[src/supply_voltage_current_monitor_core_macros.svh]
// ============================================================================
// Assertion macros for the supply monitor
// Concurrent checks that compile away when ASSERT_OFF is defined.
// ============================================================================
`ifndef SUPPLY_VOLTAGE_CURRENT_MONITOR_CORE_MACROS_SVH
`define SUPPLY_VOLTAGE_CURRENT_MONITOR_CORE_MACROS_SVH

`ifndef ASSERT_OFF
// Same-cycle implication, checked at each rising clock edge outside reset.
`define SVCM_ASSERT_IMPLY(label, clk, rst, ante, cons, msg) \
   label: assert property (@(posedge clk) disable iff (rst) (ante) |-> (cons)) \
      else $error(msg);
// Next-cycle implication, checked at each rising clock edge outside reset.
`define SVCM_ASSERT_NEXT(label, clk, rst, ante, cons, msg) \
   label: assert property (@(posedge clk) disable iff (rst) (ante) |=> (cons)) \
      else $error(msg);
`else
`define SVCM_ASSERT_IMPLY(label, clk, rst, ante, cons, msg)
`define SVCM_ASSERT_NEXT(label, clk, rst, ante, cons, msg)
`endif

`endif

[src/svcm_pkg.sv]
// ============================================================================
// Supply monitor package
// Shared types, operation codes, register indexes and scaling constants.
// ============================================================================
package svcm_pkg;

   localparam int SAMPLE_W = 10;
   localparam int CODE_W   = 8;

   // Calibration averages 2**CAL_LOG2 current samples.
   localparam int CAL_LOG2  = 4;
   localparam int CAL_SUM_W = SAMPLE_W + CAL_LOG2;

   localparam logic [SAMPLE_W-1:0] FILTER_RESET  = SAMPLE_W'(512);
   localparam logic [SAMPLE_W-1:0] OFFSET_UNSET  = SAMPLE_W'(0);
   localparam logic [SAMPLE_W-1:0] OFFSET_DFLT   = SAMPLE_W'(512);

   localparam logic [SAMPLE_W-1:0] OVL_RESET = SAMPLE_W'(1000);
   localparam logic [SAMPLE_W-1:0] UVL_RESET = SAMPLE_W'(100);
   localparam logic [CODE_W-1:0]   OCL_RESET = CODE_W'(200);

   // Voltage path: clamp, halve, times 126/3 (exact), drop six bits.
   localparam logic [SAMPLE_W-1:0] VOLT_CLAMP = SAMPLE_W'(922);
   localparam int                  VOLT_MUL   = 126 / 3;

   // Current path: clamp, then times 125/427 by a reciprocal multiply.
   localparam logic [SAMPLE_W-2:0] CUR_CLAMP     = 9'(409);
   localparam int                  CUR_SHIFT     = 25;
   localparam int                  CUR_RECIP     = ((2 ** CUR_SHIFT) + 426) / 427;
   localparam logic [31:0]         CUR_MUL       = 32'(125 * CUR_RECIP);

   typedef enum logic [1:0] {
      OP_FILTER    = 2'd0,
      OP_CALIBRATE = 2'd1,
      OP_UPDATE    = 2'd2
   } op_type;

   typedef enum logic [1:0] {
      CSR_OVER_VOLTAGE  = 2'd0,
      CSR_UNDER_VOLTAGE = 2'd1,
      CSR_OVER_CURRENT  = 2'd2
   } csr_index_type;

   typedef struct packed {
      logic [SAMPLE_W-1:0] over_voltage_limit;
      logic [SAMPLE_W-1:0] under_voltage_limit;
      logic [CODE_W-1:0]   over_current_limit;
   } limits_type;

   typedef struct packed {
      logic [CODE_W-1:0] scaled_voltage;
      logic [CODE_W-1:0] scaled_current;
      logic              over_voltage;
      logic              under_voltage;
      logic              over_current;
   } result_type;

endpackage

[src/svcm_if.sv]
// ============================================================================
// Supply monitor channel interfaces
// Request, response and register-write channels with valid/ready handshake.
// ============================================================================
interface svcm_req_if import svcm_pkg::*; ();
   logic                valid;
   logic                ready;
   logic [1:0]          op;
   logic [SAMPLE_W-1:0] current_sample;
   logic [SAMPLE_W-1:0] voltage_sample;

   modport source (output valid, op, current_sample, voltage_sample, input ready);
   modport sink   (input valid, op, current_sample, voltage_sample, output ready);
endinterface

interface svcm_rsp_if import svcm_pkg::*; ();
   logic              valid;
   logic              ready;
   logic [CODE_W-1:0] scaled_voltage;
   logic [CODE_W-1:0] scaled_current;
   logic              over_voltage;
   logic              under_voltage;
   logic              over_current;

   modport source (output valid, scaled_voltage, scaled_current, over_voltage,
                   under_voltage, over_current, input ready);
   modport sink   (input valid, scaled_voltage, scaled_current, over_voltage,
                   under_voltage, over_current, output ready);
endinterface

interface svcm_csr_if import svcm_pkg::*; ();
   logic                valid;
   logic                ready;
   logic [1:0]          index;
   logic [SAMPLE_W-1:0] data;

   modport source (output valid, index, data, input ready);
   modport sink   (input valid, index, data, output ready);
endinterface

[src/svcm_scale.sv]
// ============================================================================
// Supply monitor scaling datapath
// Converts a voltage sample and the filtered current to 8-bit codes and flags.
// ============================================================================
module svcm_scale
   import svcm_pkg::*;
(
   input  logic [SAMPLE_W-1:0] voltage_sample,
   input  logic [SAMPLE_W-1:0] filtered_current,
   input  logic [SAMPLE_W-1:0] current_offset,
   input  limits_type          limits,
   output result_type          result
);

   logic [SAMPLE_W-1:0] volt_clamped;
   logic [SAMPLE_W-2:0] volt_half;
   logic [14:0]         volt_prod;
   logic [8:0]          volt_code;

   logic [SAMPLE_W-1:0] offset_eff;
   logic [SAMPLE_W-1:0] cur_diff;
   logic [SAMPLE_W-2:0] cur_clamped;
   logic [31:0]         cur_prod;
   logic [CODE_W-1:0]   cur_code;

   // Voltage: result of the multiply reaches 302 at most, so saturate to 255.
   always_comb begin
      volt_clamped = (voltage_sample > VOLT_CLAMP) ? VOLT_CLAMP : voltage_sample;
      volt_half    = volt_clamped[SAMPLE_W-1:1];
      volt_prod    = 15'(volt_half) * 15'(VOLT_MUL);
      volt_code    = volt_prod[14:6];
   end

   // Current: distance from the offset, clamped, scaled by 125/427.
   // The quotient never exceeds 119, so no saturation is needed.
   always_comb begin
      offset_eff = (current_offset == OFFSET_UNSET) ? OFFSET_DFLT : current_offset;
      cur_diff   = (filtered_current >= offset_eff) ? filtered_current - offset_eff
                                                    : offset_eff - filtered_current;
      cur_clamped = (cur_diff > SAMPLE_W'(CUR_CLAMP)) ? CUR_CLAMP
                                                      : cur_diff[SAMPLE_W-2:0];
      cur_prod    = 32'(cur_clamped) * CUR_MUL;
      cur_code    = {1'b0, cur_prod[31:CUR_SHIFT]};
   end

   always_comb begin
      result.scaled_voltage = volt_code[8] ? '1 : volt_code[CODE_W-1:0];
      result.scaled_current = cur_code;
      result.over_voltage   = voltage_sample > limits.over_voltage_limit;
      result.under_voltage  = voltage_sample < limits.under_voltage_limit;
      result.over_current   = cur_code > limits.over_current_limit;
   end

endmodule

[src/supply_voltage_current_monitor_core.sv]
// ============================================================================
// Supply voltage and current monitor
// Current filter, zero-offset calibration and scaled voltage/current report.
// ============================================================================
// The monitor takes one request transaction per clock cycle unless the input
// register is held, and answers update requests through the input register,
// where the filter and calibration state are read and updated, and then
// the response register, where the result waits. Both registers advance
// independently, so a waiting response does not stop filter or calibration
// requests from moving through; only an update request behind an untaken
// response holds the input register. Filter requests fold a current sample
// into f = (3*f + x) >> 2. Calibration requests average 16 current samples
// taken while the offset is unset and the voltage is at or above the
// under-voltage limit; an average of zero leaves the offset unset, and an
// unset offset reads as 512. Update requests return the scaled voltage, the
// scaled current and the three limit flags. Limit registers are written on the
// csr channel, which is always ready, and must only be written while idle.
// ============================================================================
`include "supply_voltage_current_monitor_core_macros.svh"

module supply_voltage_current_monitor_core
   import svcm_pkg::*;
(
   input logic           clock,
   input logic           reset,
   svcm_req_if.sink      req_if,
   svcm_rsp_if.source    rsp_if,
   svcm_csr_if.sink      csr_if
);

   // Input register
   logic                s1_valid_ff, s1_valid_in;
   logic [1:0]          s1_op_ff;
   logic [SAMPLE_W-1:0] s1_cur_ff;
   logic [SAMPLE_W-1:0] s1_volt_ff;
   logic                s1_advance;
   logic                s1_is_update;

   // Monitor state
   limits_type          limits_ff, limits_in;
   logic [SAMPLE_W-1:0] filtered_ff, filtered_in;
   logic [SAMPLE_W-1:0] offset_ff, offset_in;
   logic [CAL_SUM_W-1:0] cal_sum_ff, cal_sum_in;
   logic [CAL_LOG2-1:0]  cal_count_ff, cal_count_in;
   logic [SAMPLE_W+1:0]  filter_acc;
   logic [CAL_SUM_W-1:0] cal_sum_next;

   // Response register
   logic       rsp_valid_ff, rsp_valid_in;
   result_type rsp_data_ff, scale_result;

   // ------------------------------------------------------------------
   // Handshake control
   // ------------------------------------------------------------------
   assign s1_is_update = (s1_op_ff == OP_UPDATE);
   // Advance unless an update result has nowhere to go.
   assign s1_advance   = s1_valid_ff && (!s1_is_update || !rsp_valid_ff || rsp_if.ready);
   assign req_if.ready = !s1_valid_ff || s1_advance;
   assign csr_if.ready = 1'b1;

   always_comb begin
      s1_valid_in  = (req_if.valid && req_if.ready) || (s1_valid_ff && !s1_advance);
      rsp_valid_in = (s1_advance && s1_is_update) || (rsp_valid_ff && !rsp_if.ready);
   end

   always_ff @(posedge clock) begin
      if (reset) begin
         s1_valid_ff  <= 1'b0;
         rsp_valid_ff <= 1'b0;
      end else begin
         s1_valid_ff  <= s1_valid_in;
         rsp_valid_ff <= rsp_valid_in;
      end
   end

   // Capture the request payload whenever the input register is free.
   always_ff @(posedge clock) begin
      if (req_if.ready) begin
         s1_op_ff   <= req_if.op;
         s1_cur_ff  <= req_if.current_sample;
         s1_volt_ff <= req_if.voltage_sample;
      end
   end

   // ------------------------------------------------------------------
   // Limit registers
   // ------------------------------------------------------------------
   always_comb begin
      limits_in = limits_ff;
      if (csr_if.valid) begin
         unique case (csr_if.index)
            CSR_OVER_VOLTAGE:  limits_in.over_voltage_limit  = csr_if.data;
            CSR_UNDER_VOLTAGE: limits_in.under_voltage_limit = csr_if.data;
            CSR_OVER_CURRENT:  limits_in.over_current_limit  = csr_if.data[CODE_W-1:0];
            default:           limits_in = limits_ff;  // drop writes past the list
         endcase
      end
   end

   always_ff @(posedge clock) begin
      if (reset) begin
         limits_ff.over_voltage_limit  <= OVL_RESET;
         limits_ff.under_voltage_limit <= UVL_RESET;
         limits_ff.over_current_limit  <= OCL_RESET;
      end else begin
         limits_ff <= limits_in;
      end
   end

   // ------------------------------------------------------------------
   // Filter and calibration state, updated as a request leaves stage one
   // ------------------------------------------------------------------
   always_comb begin
      filter_acc   = (12'(filtered_ff) * 12'd3) + 12'(s1_cur_ff);
      cal_sum_next = cal_sum_ff + CAL_SUM_W'(s1_cur_ff);

      filtered_in  = filtered_ff;
      offset_in    = offset_ff;
      cal_sum_in   = cal_sum_ff;
      cal_count_in = cal_count_ff;

      if (s1_advance) begin
         unique case (s1_op_ff)
            OP_FILTER: begin
               filtered_in = filter_acc[SAMPLE_W+1:2];
            end
            OP_CALIBRATE: begin
               // Count a sample only while the offset is unset and the supply is up.
               if (offset_ff == OFFSET_UNSET &&
                   s1_volt_ff >= limits_ff.under_voltage_limit) begin
                  if (cal_count_ff == '1) begin
                     offset_in    = cal_sum_next[CAL_SUM_W-1:CAL_LOG2];
                     cal_sum_in   = '0;
                     cal_count_in = '0;
                  end else begin
                     cal_sum_in   = cal_sum_next;
                     cal_count_in = cal_count_ff + 1'b1;
                  end
               end
            end
            default: begin
               // Update reads the state only; the unused code does nothing.
            end
         endcase
      end
   end

   always_ff @(posedge clock) begin
      if (reset) begin
         filtered_ff  <= FILTER_RESET;
         offset_ff    <= OFFSET_UNSET;
         cal_sum_ff   <= '0;
         cal_count_ff <= '0;
      end else begin
         filtered_ff  <= filtered_in;
         offset_ff    <= offset_in;
         cal_sum_ff   <= cal_sum_in;
         cal_count_ff <= cal_count_in;
      end
   end

   // ------------------------------------------------------------------
   // Scaling and response register
   // ------------------------------------------------------------------
   svcm_scale u_scale (
      .voltage_sample   (s1_volt_ff),
      .filtered_current (filtered_ff),
      .current_offset   (offset_ff),
      .limits           (limits_ff),
      .result           (scale_result)
   );

   // Load a fresh result only when an update request advances.
   always_ff @(posedge clock) begin
      if (s1_advance && s1_is_update) begin
         rsp_data_ff <= scale_result;
      end
   end

   assign rsp_if.valid          = rsp_valid_ff;
   assign rsp_if.scaled_voltage = rsp_data_ff.scaled_voltage;
   assign rsp_if.scaled_current = rsp_data_ff.scaled_current;
   assign rsp_if.over_voltage   = rsp_data_ff.over_voltage;
   assign rsp_if.under_voltage  = rsp_data_ff.under_voltage;
   assign rsp_if.over_current   = rsp_data_ff.over_current;

   // ------------------------------------------------------------------
   // Assertions
   // ------------------------------------------------------------------
   `SVCM_ASSERT_IMPLY(a_cal_only_unset, clock, reset, cal_count_ff != '0, offset_ff == OFFSET_UNSET, "calibration in progress with offset set")
   `SVCM_ASSERT_NEXT(a_update_loads_rsp, clock, reset, s1_advance && s1_is_update, rsp_valid_ff && rsp_data_ff == $past(scale_result), "advanced update did not load response")
   `SVCM_ASSERT_NEXT(a_stall_holds_s1, clock, reset, s1_valid_ff && !s1_advance, s1_valid_ff && $stable(s1_op_ff) && $stable(s1_cur_ff) && $stable(s1_volt_ff), "stalled request changed in stage one")
   `SVCM_ASSERT_IMPLY(a_stall_only_update, clock, reset, s1_valid_ff && !s1_advance, s1_is_update && rsp_valid_ff && !rsp_if.ready, "stage one stalled without a blocked update")

endmodule

[src/flat_wrapper.sv]
// flat-port wrapper written by rule: the top's interface ports become plain ports
module supply_voltage_current_monitor_core_flat import svcm_pkg::*;
  (clock, reset, req_if_valid, req_if_op, req_if_current_sample, req_if_voltage_sample, req_if_ready, rsp_if_valid, rsp_if_scaled_voltage, rsp_if_scaled_current, rsp_if_over_voltage, rsp_if_under_voltage, rsp_if_over_current, rsp_if_ready, csr_if_valid, csr_if_index, csr_if_data, csr_if_ready);
  svcm_req_if req_if_i ();
  svcm_rsp_if rsp_if_i ();
  svcm_csr_if csr_if_i ();
  input logic clock;
  input logic reset;
  input wire logic [$bits(req_if_i.valid)-1:0] req_if_valid;
  input wire logic [$bits(req_if_i.op)-1:0] req_if_op;
  input wire logic [$bits(req_if_i.current_sample)-1:0] req_if_current_sample;
  input wire logic [$bits(req_if_i.voltage_sample)-1:0] req_if_voltage_sample;
  output wire logic [$bits(req_if_i.ready)-1:0] req_if_ready;
  output wire logic [$bits(rsp_if_i.valid)-1:0] rsp_if_valid;
  output wire logic [$bits(rsp_if_i.scaled_voltage)-1:0] rsp_if_scaled_voltage;
  output wire logic [$bits(rsp_if_i.scaled_current)-1:0] rsp_if_scaled_current;
  output wire logic [$bits(rsp_if_i.over_voltage)-1:0] rsp_if_over_voltage;
  output wire logic [$bits(rsp_if_i.under_voltage)-1:0] rsp_if_under_voltage;
  output wire logic [$bits(rsp_if_i.over_current)-1:0] rsp_if_over_current;
  input wire logic [$bits(rsp_if_i.ready)-1:0] rsp_if_ready;
  input wire logic [$bits(csr_if_i.valid)-1:0] csr_if_valid;
  input wire logic [$bits(csr_if_i.index)-1:0] csr_if_index;
  input wire logic [$bits(csr_if_i.data)-1:0] csr_if_data;
  output wire logic [$bits(csr_if_i.ready)-1:0] csr_if_ready;
  assign req_if_i.valid = req_if_valid;
  assign req_if_i.op = req_if_op;
  assign req_if_i.current_sample = req_if_current_sample;
  assign req_if_i.voltage_sample = req_if_voltage_sample;
  assign req_if_ready = req_if_i.ready;
  assign rsp_if_valid = rsp_if_i.valid;
  assign rsp_if_scaled_voltage = rsp_if_i.scaled_voltage;
  assign rsp_if_scaled_current = rsp_if_i.scaled_current;
  assign rsp_if_over_voltage = rsp_if_i.over_voltage;
  assign rsp_if_under_voltage = rsp_if_i.under_voltage;
  assign rsp_if_over_current = rsp_if_i.over_current;
  assign rsp_if_i.ready = rsp_if_ready;
  assign csr_if_i.valid = csr_if_valid;
  assign csr_if_i.index = csr_if_index;
  assign csr_if_i.data = csr_if_data;
  assign csr_if_ready = csr_if_i.ready;
  supply_voltage_current_monitor_core u_core (.clock(clock), .reset(reset), .req_if(req_if_i), .rsp_if(rsp_if_i), .csr_if(csr_if_i));
endmodule
[config.mk]
export PLATFORM = sky130hd
export DESIGN_NAME = supply_voltage_current_monitor_core_flat
export DESIGN_NICKNAME = d
export VERILOG_FILES = /design/src/svcm_pkg.sv /design/src/svcm_if.sv /design/src/svcm_scale.sv /design/src/supply_voltage_current_monitor_core.sv /design/src/flat_wrapper.sv
export VERILOG_INCLUDE_DIRS = /design/src /design/src/src
export SDC_FILE = /design/constraint.sdc
export NUM_CORES = 1
export LEC_CHECK = 0
export ABC_AREA = 1
export BUFFER_PORTS_ARGS = -buffer_cell sky130_fd_sc_hd__buf_4
export CAP_MARGIN = 20
export CORE_UTILIZATION = 60
export CTS_CLUSTER_DIAMETER = 60
export DETAILED_ROUTE_END_ITERATION = 6
export PLACE_DENSITY = 0.8
export SETUP_SLACK_MARGIN = 0.3
export SLEW_MARGIN = 20
export SYNTH_ARGS = -nofsm -noshare
export SYNTH_HDL_FRONTEND = slang
export SYNTH_HIERARCHICAL = 1
export SYNTH_SLANG_ARGS = --single-unit
[constraint.sdc]
create_clock -name clock -period 16.1 [get_ports clock]
set_input_delay 1.61 -clock clock [delete_from_list [all_inputs] [get_ports clock]]
set_output_delay 1.61 -clock clock [all_outputs]
set_load 0.1 [all_outputs]
==> After elaboration in Yosys (flattened, before gate mapping) <==
Cells that the tools add are included.
{ "op_classes": {"reduce_logical": 25, "addsub": 5, "muxes": 6, "eq_ne": 5, "n_div": 0, "shifts": 0, "n_mul": 3, "magnitude_cmp": 7, "bitwise": 0} }
{ "ops": {"columns": ["cell", "n"], "rows": [
  ["9-bit by 23-bit multiplier with 31-bit output (second input constant)", 1],
  ["10-bit 2-to-1 mux", 3],
  ["10-bit greater-or-equal comparator", 2],
  ["10-bit subtractor", 2],
  ["14-bit by 10-bit adder with 14-bit output", 1],
  ["9-bit by 5-bit multiplier with 14-bit output (second input constant)", 1],
  ["14-bit 2-to-1 mux", 1],
  ["12-bit by 10-bit adder with 12-bit output", 1],
  ["10-bit by 2-bit multiplier with 12-bit output (second input constant)", 1],
  ["10-bit > comparator", 1],
  ["10-bit > comparator (second input constant)", 1],
  ["10-bit by 9-bit > comparator with 1-bit output (second input constant)", 1],
  ["10-bit logical NOT", 1],
  ["10-bit less-than comparator", 1],
  ["9-bit 2-to-1 mux", 1],
  ["7-bit by 8-bit > comparator with 1-bit output", 1],
  ["2-bit AND reduction", 4],
  ["1-bit logical AND", 6],
  ["1-bit logical NOT", 5],
  ["1-bit logical OR", 5],
  ["4-bit by 1-bit adder with 4-bit output (second input constant)", 1],
  ["2-bit by 1-bit == test with 1-bit output (second input constant)", 2],
  ["2-bit == test (second input constant)", 2],
  ["4-bit == test (second input constant)", 1],
  ["4 further kinds", 5]
]} }
{ "totals": {"latch_bits": 0, "inputBits": 39, "mem_bits_ro": 0, "ram_bits": 0, "memories": 0, "reg_bits": 108, "output_inout_bits": 22, "wordCells": 68} }

==> Logic depth before layout (Yosys ltp) <==
{ "logic_depth": {"ltp_word": 8, "depth_mapped": 45, "ltp_nobuf": 43} }

==> Modules after synthesis <==
Netlist, hierarchy kept.
{ "modules_own_cells": {"columns": ["module", "area_each_um2", "n_inst", "cells_each", "seq_area_each_um2"], "rows": [
  ["svcm_scale", 5773.0, 1, 851, 0.0],
  ["supply_voltage_current_monitor_core", 5537.8, 1, 666, 2592.5]
]} }

==> Worst setup path after synthesis <==
Ideal clock, no wire load.
{ "synth_path": {"path_type": "reg-to-reg", "startpoint": "register u_core.offset_ff[1]", "endpoint": "register u_core.rsp_data_ff, in the netlist u_core/rsp_if.over_current (data pin)", "t_required_ps": 15943, "setup_slack_ps": 9386, "n_path_buf": 1, "period_less_slack_ps": 6714, "path_stages_with_launch": 39, "setup_ps": 157, "arrival_time_ps": 6557, "cell_sequence": "dfxtp_1 -> nor4_1 -> a31oi_1 -> ha_1 -> nand2_1 -> inv_2 -> a21oi_1 -> nand4_2 -> buf_6 -> nand3_1 -> o21ai_1 -> nor2_1 -> nand2_2 -> nand2_4 -> nand2_4 -> nor2_1 -> inv_1 -> fa_1 -> (+3 left out) -> fa_1 -> inv_1 -> ha_1 -> a21o_1 -> a21oi_1 -> nor2_1 -> nor3_1 -> nand2_1 -> nand3_1 -> nand2_1 -> xnor2_1 -> inv_1 -> ha_1 -> nand2_1 -> o21a_1 -> o21ai_0 -> a21oi_1 -> nor3_1"} }
{ "synth_rtl": {"columns": ["item", "line_no", "text"], "rows": [
  ["start, declared", "supply_voltage_current_monitor_core.sv:42", "logic [SAMPLE_W-1:0] offset_ff, offset_in;"],
  ["start signal, assigned", "supply_voltage_current_monitor_core.sv:156", "offset_ff <= offset_in;"],
  ["end signal, assigned", "supply_voltage_current_monitor_core.sv:176", "rsp_data_ff <= scale_result;"],
  ["end, declared", "supply_voltage_current_monitor_core.sv:50", "result_type rsp_data_ff, scale_result;"]
]} }

==> results by group <==
Clock network
  • Post-cts resize count: 0
  • CTS tree: done
  • Clock Path Buffers: 2
  • Post-CTS Setup Inserts: 0
  • Cts bufs inserted: 9
  • Clock Latency Late Sink: 360 ps
  • H-tree lvl count: 3
  • CTS Sinks: about 110
  • CTS clk-pin slew, worst paths: 80 ps
  • CTS root buf: clkbuf_16
  • Hold bufs inserted after CTS: 0

Power
  • Leak pwr: 6.67 nW
  • Pwr Total: 2.58 mW
  • Cell Pwr Density: 211 nW/um^2
  • Maximum VDD drop: 0.152 mV

Timing
  • RSZ-0062 raised after global routing: false
  • Minimum hold slack: 463 ps
  • Max Clock Skew: 12.1 ps
  • Relative slew slack: 47.5%
  • Worst slew pin tran: ~780 ps
  • F_max: 0.128 GHz
  • Fin crit share: 48.5%
  • Fin. max-slew vios: 0
  • Setup violators final: 0
  • Worst path setup slack after routing: 8290 ps
  • Final Hold Vio Count: 0
  • Final critical-path required period: 7810 ps
  • TNS Setup: 0 ps

Run status
  • Status: finished, final reports clean

Logic synthesis
  • Sequential area share after synthesis: roughly 23%
  • Synth Area in Adders: between 20% and 30%
  • Largest family of logic cells by synthesized area: adder cells
  • Post-Syn Area: approximately 11,000 um^2
  • Async S/R FF share, synth: 0%
  • Synth Register Bits: roughly 110
  • Top FF cell, synth: dfxtp_1
  • Syn_nets: roughly 1,800
  • Synth Area in Compound Gates: 9.65%
  • Synth Area in Simple Gates: 23.1%
  • Syn Inst Count: 1,517
  • Top cell type by total area after synthesis: ha_1
  • Mean Syn Cell Area: about 7.5 um^2
  • Xor/xnor share of the synthesized area: approximately 2.9%
  • Mux cell area share after synthesis: 0%
  • Post-synth EDFFs: 41
  • Area contributors post-synth: ha_1, dfxtp_1, edfxtp_1
  • Netlist cell types: 52
  • Top-area cell type share of the netlist area: 20.2%
  • Synth Warn #: 6

Drt
  • Post-route ant nets: 0
  • First DRT Iteration DRCs: 668
  • Via/cell ratio: 5.41
  • Initial DRT Pass Iterations: 6
  • WL final: 26,000 um
  • Via count: 9,710
  • Post-route DRC: 0
  • WL per Instance: between 10 and 15 um

GRT
  • Global-route wire length before repair: 43,300 um
  • Vias in the first global route: 9,480
  • Pin count of the biggest net entering global routing: 30
  • Gr ovfl total: 0
  • Initial antenna violation count: 0
  • GRT Overall Usage: 27.6%

Final layout
  • Layout net count: 1,835
  • Antenna Cells: 0
  • Final std cells w/o fill: between 1,500 and 2,000
  • Layout area overhead: 8.06%
  • Leading cell types in the layout, fill and taps excluded: nand2_1, inv_1, ha_1, nor2_1, a21oi_1
  • Share of layout cells above drive strength 1: 7.28%
  • Fill count: between 1,500 and 2,000
  • Most common cell after layout, fill and taps aside: nand2_1

Hold path
  • Worst Hold Class: reg -> reg
  • Hold Path Cell Cnt: 2

Die
  • Initial Utilization: 62.1%
  • Core ar.: around 18,000 um^2
  • Die Footprint: between 15,000 and 20,000 um^2
  • Ports: between 60 and 70
  • # rows: 49
  • Die W: 139 um
  • Die H: 139 um

Worst setup path
  • CP Data Arrival Time: 7990 ps
  • Setup Crit Path Kind: reg -> reg
  • CP startpoint kind: flip-flop
  • Crit-path most repeated cell: inv_1
  • CP Capture Type: flip-flop
  • Register-to-Register Path Depth: 39
  • Worst EP required: 16,290 ps
  • Worst path max stage delay: 540 ps
  • CP max stage cell: fa_1
  • Max Fanout on Critical Path: 14

Place
  • # port buffers: 59
  • Number of placed instances, taps included: 1,778
  • Place WS: 8370 ps
  • Final GP Congestion: 0.994
  • Hpwl dp: around 22,000 um

Flow run
  • Maxcap violations: 0
-- synth_stat cells (7+ instances only) --
cell / count
edfxtp_1: 41
o21ai_0: 55
xnor2_1: 12
xor2_1: 25
a21o_1: 13
a21oi_1: 90
nand2_1: 309
fa_1: 53
clkbuf_1: 19
o21bai_1: 7
nor3_1: 17
inv_1: 306
nor2_1: 137
nand4_1: 20
nand3_1: 73
dfxtp_1: 68
ha_1: 183
-- flip-flops by register name, indices dropped and copies added (netlist names) --
signal,cells
u_core/rsp_if.scaled_voltage,8
u_core/rsp_if.valid,1
u_core/limits_ff,28
u_core/s1_volt_ff,10
u_core/s1_op_ff,2
u_core/rsp_if.scaled_current,8
u_core/offset_ff,10
u_core/s1_valid_ff,1
u_core/rsp_if.under_voltage,1
u_core/cal_count_ff,4
u_core/filtered_ff,10
u_core/cal_sum_ff,14
u_core/s1_cur_ff,10
u_core/rsp_if.over_voltage,1
u_core/rsp_if.over_current,1
-- stage by stage --
stage	utilization (%)	cell area, um^2
floorplan	-	11300
global placement	65.3	11900
detailed placement	65.4	11900
CTS	67.1	12200
global route	67.1	12200
finish	67.1	12200
-- where the power goes --
part	total, mW	switching [mW]	leakage (nW)	internal [mW]
registers	0.341	0.0110	0.959	0.330
logic	2.01	1.28	5.56	0.733
clock network	0.229	0.116	0.153	0.112
-- path summary, 6_finish.rpt --
check | end | start | slack [ps]
worst max register to register | u_core/rsp_if.over_current | u_core/offset_ff[1] | 8290
worst max-delay path | u_core/rsp_if.over_current | u_core/offset_ff[1] | 8290
worst min-delay path | u_core/limits_ff[23] | u_core/limits_ff[23] | 460
worst min register to register | u_core/limits_ff[23] | u_core/limits_ff[23] | 460
-- critical path: cells and delay by family (launching register included) --
kind,cells,cell delay [ps]
buffers and inverters,9,620
AO/OA/AOI/OAI,9,1730
adder cells (fa/ha/maj),7,2960
flip-flops,1,390
XOR/XNOR,1,190
AND/OR/NAND/NOR,13,1730
-- layer usage --
metal	part of all wire [%]	global-route usage [%]	vias up
met1	43	33.1	4524
li1	-	-	4908
met3	4.3	3.99	41
met2	50	50.8	237
met4	2.0	8.13	0
met5	0	0	-
-- kinds of logic after synthesis --
| kind of cell | after synthesis |
|---|---|
| adder cells (fa/ha/maj) | 236 |
| XOR/XNOR | 37 |
| flip-flops | 109 |
| other | 2 |
| buffers and inverters | 344 |
| AO/OA/AOI/OAI | 195 |
| AND/OR/NAND/NOR | 594 |
-- final cells by class --
class | instances | area (um^2) | area share [%]
Sequential cell | 109 | 2590 | 21.2
Timing Repair Buffer | 62 | 473 | 3.87
Clock inverter | 7 | 86.3 | 0.706
Inverter | 314 | 1180 | 9.64
Multi-Input combinational cell | 1064 | 7380 | 60.4
Tap cell | 229 | 287 | 2.34
Clock buffer | 9 | 225 | 1.84
No activity file was read; power rests on OpenSTA's default activity.
